<file path="config.mk">
export PLATFORM = sky130hd
export DESIGN_NAME = tpit_div
export DESIGN_NICKNAME = d
export VERILOG_FILES = /design/src/rtl/tpit_pkg.sv /design/src/rtl/tpit_div.sv
export SDC_FILE = /design/constraint.sdc
export NUM_CORES = 1
export LEC_CHECK = 0
export ABC_AREA = 0
export BUFFER_PORTS_ARGS = -buffer_cell sky130_fd_sc_hd__buf_2
export CAP_MARGIN = 20
export CORE_UTILIZATION = 44
export DETAILED_ROUTE_END_ITERATION = 16
export PLACE_DENSITY_LB_ADDON = 0.25
export SLEW_MARGIN = 5
export SYNTH_ARGS = -nofsm -noshare
export SYNTH_HDL_FRONTEND = slang
export SYNTH_SLANG_ARGS = --single-unit
</file>
<file path="constraint.sdc">
create_clock -name i_clk -period 11.8 [get_ports i_clk]
set_input_delay 2.36 -clock i_clk [delete_from_list [all_inputs] [get_ports i_clk]]
set_output_delay 2.36 -clock i_clk [all_outputs]
set_load 0.02 [all_outputs]
</file>
<file path="src/rtl/tpit_pkg.sv">
// ----------------------------------------------------------------------------
// tpit_pkg
// shared types and constants of the partition tree inverse transform
// ----------------------------------------------------------------------------
package tpit_pkg;

    localparam logic [1:0] OP_BOX   = 2'd0;
    localparam logic [1:0] OP_LINK  = 2'd1;
    localparam logic [1:0] OP_POINT = 2'd2;

    localparam logic [24:0] Q24_ONE = 25'h100_0000;

    // divider widths: numerator, denominator, quotient (all signed)
    localparam int DIV_NW = 58;
    localparam int DIV_DW = 34;
    localparam int DIV_QW = 59;

    typedef struct packed {
        logic [1:0]         operation;
        logic [7:0]         node_index;
        logic [1:0]         dim_index;
        logic signed [31:0] lower_bound;
        logic signed [31:0] upper_bound;
        logic [7:0]         left_child;
        logic               has_children;
        logic [24:0]        split_fraction;
        logic signed [31:0] coordinate;
        logic               last_coordinate;
    } t_in_item;

    typedef struct packed {
        logic signed [31:0] mapped_coordinate;
        logic               last_of_point;
    } t_out_item;

    typedef struct packed {
        logic                     start;
        logic signed [DIV_NW-1:0] num;
        logic signed [DIV_DW-1:0] den;
    } t_div_req;

    typedef struct packed {
        logic                     done;
        logic signed [DIV_QW-1:0] quo;
    } t_div_rsp;

endpackage

</file>
<file path="src/rtl/tpit_div.sv">
// ----------------------------------------------------------------------------
// tpit_div
// signed restoring divider, one quotient bit per cycle, truncates toward zero
// ----------------------------------------------------------------------------
module tpit_div (
    input  logic               i_clk,
    input  logic               i_rst_n,
    input  tpit_pkg::t_div_req i_req,
    output tpit_pkg::t_div_rsp o_rsp
);
    import tpit_pkg::*;

    localparam int CW = $clog2(DIV_NW + 1);

    typedef enum logic {D_IDLE, D_RUN} t_dstate;

    t_dstate                  r_state;
    logic [CW-1:0]            r_cnt;
    logic [DIV_DW-1:0]        r_rem;
    logic [DIV_NW-1:0]        r_quo;
    logic [DIV_DW-1:0]        r_dmag;
    logic                     r_neg;
    logic                     r_done;
    logic signed [DIV_QW-1:0] r_res;

    logic [DIV_DW:0]          rem_sh;
    logic                     ge;
    logic [DIV_DW:0]          rem_nx;
    logic [DIV_NW-1:0]        quo_nx;
    logic [DIV_NW-1:0]        nmag;
    logic [DIV_DW-1:0]        dmag;

    assign nmag   = i_req.num[DIV_NW-1] ? DIV_NW'(-i_req.num) : DIV_NW'(i_req.num);
    assign dmag   = i_req.den[DIV_DW-1] ? DIV_DW'(-i_req.den) : DIV_DW'(i_req.den);
    assign rem_sh = {r_rem, r_quo[DIV_NW-1]};
    assign ge     = rem_sh >= {1'b0, r_dmag};
    assign rem_nx = ge ? (rem_sh - {1'b0, r_dmag}) : rem_sh;
    assign quo_nx = {r_quo[DIV_NW-2:0], ge};

    always_ff @(posedge i_clk) begin
        if (!i_rst_n) begin
            r_state <= D_IDLE;
            r_done  <= 1'b0;
        end else begin
            r_done <= 1'b0;
            unique case (r_state)
                D_IDLE: begin
                    if (i_req.start) begin
                        if (i_req.den == '0) begin
                            // zero divisor saturates toward the numerator sign
                            if (i_req.num > 0) begin
                                r_res <= {1'b0, {(DIV_QW-1){1'b1}}};
                            end else if (i_req.num < 0) begin
                                r_res <= {1'b1, {(DIV_QW-2){1'b0}}, 1'b1};
                            end else begin
                                r_res <= '0;
                            end
                            r_done <= 1'b1;
                        end else begin
                            r_rem   <= '0;
                            r_quo   <= nmag;
                            r_dmag  <= dmag;
                            r_neg   <= i_req.num[DIV_NW-1] ^ i_req.den[DIV_DW-1];
                            r_cnt   <= CW'(DIV_NW);
                            r_state <= D_RUN;
                        end
                    end
                end
                D_RUN: begin
                    r_rem <= rem_nx[DIV_DW-1:0];
                    r_quo <= quo_nx;
                    r_cnt <= r_cnt - 1'b1;
                    if (r_cnt == CW'(1)) begin
                        r_res   <= r_neg ? -$signed({1'b0, quo_nx}) : $signed({1'b0, quo_nx});
                        r_done  <= 1'b1;
                        r_state <= D_IDLE;
                    end
                end
                default: r_state <= D_IDLE;
            endcase
        end
    end

    assign o_rsp.done = r_done;
    assign o_rsp.quo  = r_res;
endmodule

</file>
==> impl_metrics.json <==
{
  "min_period_over_period_pct": 50.2,
  "vias_per_cell": 5.59,
  "yosys_warnings": 0,
  "htree_levels": 4,
  "cts_buffer_depth": 2,
  "final.setup.tns_ns": 0,
  "slew_headroom_pct": 36.4,
  "dieArea_um2": 29200,
  "synth_edf_count": 192,
  "layout_common_cells": "edfxtp_1, o21ai_0, buf_2",
  "areaGrowthSynthToFinish_pct": 12.9,
  "drt-pass1-iter-count": 5,
  "startpoint_type": "flip-flop",
  "max_cap_violations": 0,
  "ys_ff_latch": 194,
  "fp.dieW_um": 171,
  "start_util_pct": 44.9,
  "hold_buffers": 0,
  "synth_seq_area_share_pct": 46.3,
  "rows": 61,
  "met2_length_um": 13900,
  "total_power_mw": 1.77,
  "r2r_setup_slack_ns": 5.88,
  "dpl.hpwl_um": 21200,
  "yosysTopAreaCell": "edfxtp_1",
  "hold_violations": 0,
  "cts_buffers": 17,
  "post_cts_resized": 0,
  "post_cts_buffers": 0,
  "grt_overflow_total": 0,
  "min-delay-start": "r_cnt[4]",
  "cts.sinks": 194,
  "synth_area_per_cell_um2": 9.87,
  "top_layer": "met5",
  "ir_drop_uv": 94.5,
  "drc": 0,
  "syn_inst": 1272,
  "setup_violations": 0,
  "rsz0062_at_grt": "false",
  "clk_latency_ns": 0.45,
  "layout-drive-gt1-share_pct": 16.4,
  "final_cells": 1775,
  "fmax_mhz": 169,
  "power.leakage_nw": 5.26,
  "synth_top_area_share_pct": 45.9,
  "path_clk_slew_ns": 0.07,
  "synthFlopType": "edfxtp_1",
  "criticalPathCategory": "flip-flop to flip-flop",
  "fill_cells": 2649,
  "hold_depth": 2,
  "root_buffer": "clkbuf_16",
  "arrival_ns": 6.08,
  "r2r_end": "r_res[54]",
  "wl_per_cell_um": 16.5,
  "dp_cells": 1743,
  "r2r-start": "r_rem[1]",
  "skew_ns": 0.0188,
  "grt_use_total_pct": 20.5,
  "grt_max_degree": 88,
  "antennaDiodeCount": 0,
  "num_io_pins": 155,
  "antenna_found_initial": 1,
  "syn-cell-area_um2": 12500,
  "hold_end": "r_cnt[4]",
  "synth.distinct_cells": 61,
  "finalCriticalPeriod_ns": 5.92,
  "synth_top_cells_by_area": "edfxtp_1, xor2_1, o21ai_0",
  "final_nets": 1519,
  "worstRegToRegCells": 16,
  "synthArstFlopShare_pct": 0,
  "grt_first_pass_wirelength_um": 47000,
  "critPathRequiredTime_ns": 11.96,
  "hold_class": "flip-flop to flip-flop",
  "syn_nets": 1407,
  "drtAntennaViolNets": 0,
  "grt_pass1_vias": 9284,
  "dr_wl_met3_um": 1400,
  "gp_congestion": 0.896,
  "routed_wl_um": 29300,
  "coreArea_um2": 27900,
  "end_kind": "flip-flop",
  "io_buffer_count": 154,
  "layout_commonest_cell": "edfxtp_1",
  "drt_iter0_markers": 685,
  "dieHeight_um": 171,
  "worst_pin_slew_ns": 0.954,
  "slew_viol_final": 0,
  "crit_fanout": 17,
  "via_count": 9921,
  "wl_met1_um": 13600,
  "status": "complete, no violations",
  "cts_tree": "yes",
  "powerDensity_nw_per_um2": 125
}
[critical path, cell delays in order (launching register included)]
cell      delay [ns]
edfxtp_1        0.41
ha_1            0.39
a21oi_1         0.20
a21oi_1         0.11
o31ai_1         0.69
a31oi_1         0.18
o22a_2          0.23
inv_1           0.49
ha_1            0.28
or3b_2          0.47
nor2_1          0.27
nand4b_1        0.42
or3_1           0.51
or3_1           0.43
o31ai_1         0.31
xor2_1          0.18
o21ai_0         0.08
[layer usage]
layer | GRT usage, % | vias to the layer above
met3 | 3.52 | 28
li1 | - | 4942
met4 | 5.20 | 2
met5 | 0 | -
met1 | 27.1 | 4718
met2 | 34.6 | 231
[power breakdown]
group | switching, mW | internal (mW) | total [mW] | leakage, nW
registers | 0.0376 | 0.823 | 0.860 | 1.82
clock network | 0.280 | 0.277 | 0.556 | 0.262
logic | 0.218 | 0.138 | 0.356 | 3.18
[cell type report]
type	instances	area [um^2]	area share [%]
Tap cell	378	473	3.34
Clock inverter	15	129	0.910
Inverter	59	221	1.56
Sequential cell	194	5810	41.0
Clock buffer	17	425	3.00
Multi-Input combinational cell	950	6270	44.3
Timing Repair Buffer	162	831	5.87
[worst max-delay path by stage]
| stage | startpoint | end | slack, ns | cells past startpoint |
|---|---|---|---|---|
| final | r_rem[1] | r_res[54] | 5.88 | 16 |
| after global routing | r_rem[1] | r_res[54] | 5.52 | 16 |
| after CTS | r_rem[1] | r_res[54] | 5.86 | 16 |
| after detailed placement | i_req[1] | r_res[43] | 5.60 | 12 |
| after global placement | i_req[1] | r_res[41] | 5.72 | 12 |
| after floorplan | i_req[19] | r_res[0] | 2.55 | 7 |
[sequential cells by signal, indices dropped and copies added (netlist names)]
register	flops
r_res	59
r_dmag	34
r_cnt	6
r_quo	58
r_state	1
r_rem	34
r_done	1
r_neg	1
[metrics by stage]
stage	setup WS, ns	util (%)	hold WS [ns]	area, um^2
floorplan	2.55	-	0.556	12500
global placement	5.72	48.7	0.571	13600
detailed placement	5.60	48.7	0.593	13600
CTS	5.86	50.7	0.610	14200
global route	5.52	50.7	0.643	14200
finish	5.88	50.7	0.612	14200
[logic make-up after synthesis]
group | Yosys count | share of synthesized area (%)
AOI/OAI and AO/OA | 375 | 18.6
DFF | 194 | 46.3
and+or+nand+nor | 349 | 14.1
buffers and inverters | 128 | 3.86
muxes | 14 | 1.15
xor gates and xnor gates | 172 | 12.0
adders and majority gates | 40 | 4.05
[Yosys cell counts, types with 3 or more instances]
master,number
edfxtp_1,192
o21ai_0,165
nand2_1,137
xor2_1,114
clkbuf_1,64
inv_1,59
xnor2_1,58
nor2_1,52
a21oi_1,51
o31ai_1,47
ha_1,39
o41ai_1,30
or3_1,25
or4_1,22
a21o_1,17
nand3_1,15
nor3_1,15
or2_2,15
a31oi_1,13
nor4_1,13
mux2i_1,11
nand4_1,11
a211oi_1,9
nand2b_1,8
and3_1,7
o22ai_1,6
o21a_1,5
o21bai_1,5
buf_1,4
nand4b_1,4
nor2b_1,4
nor3b_1,4
o21ai_1,4
a2111oi_0,3
a21boi_0,3
mux2_2,3
o211ai_1,3
or3b_2,3
or4_4,3
(Power assumes the default switching activity.)
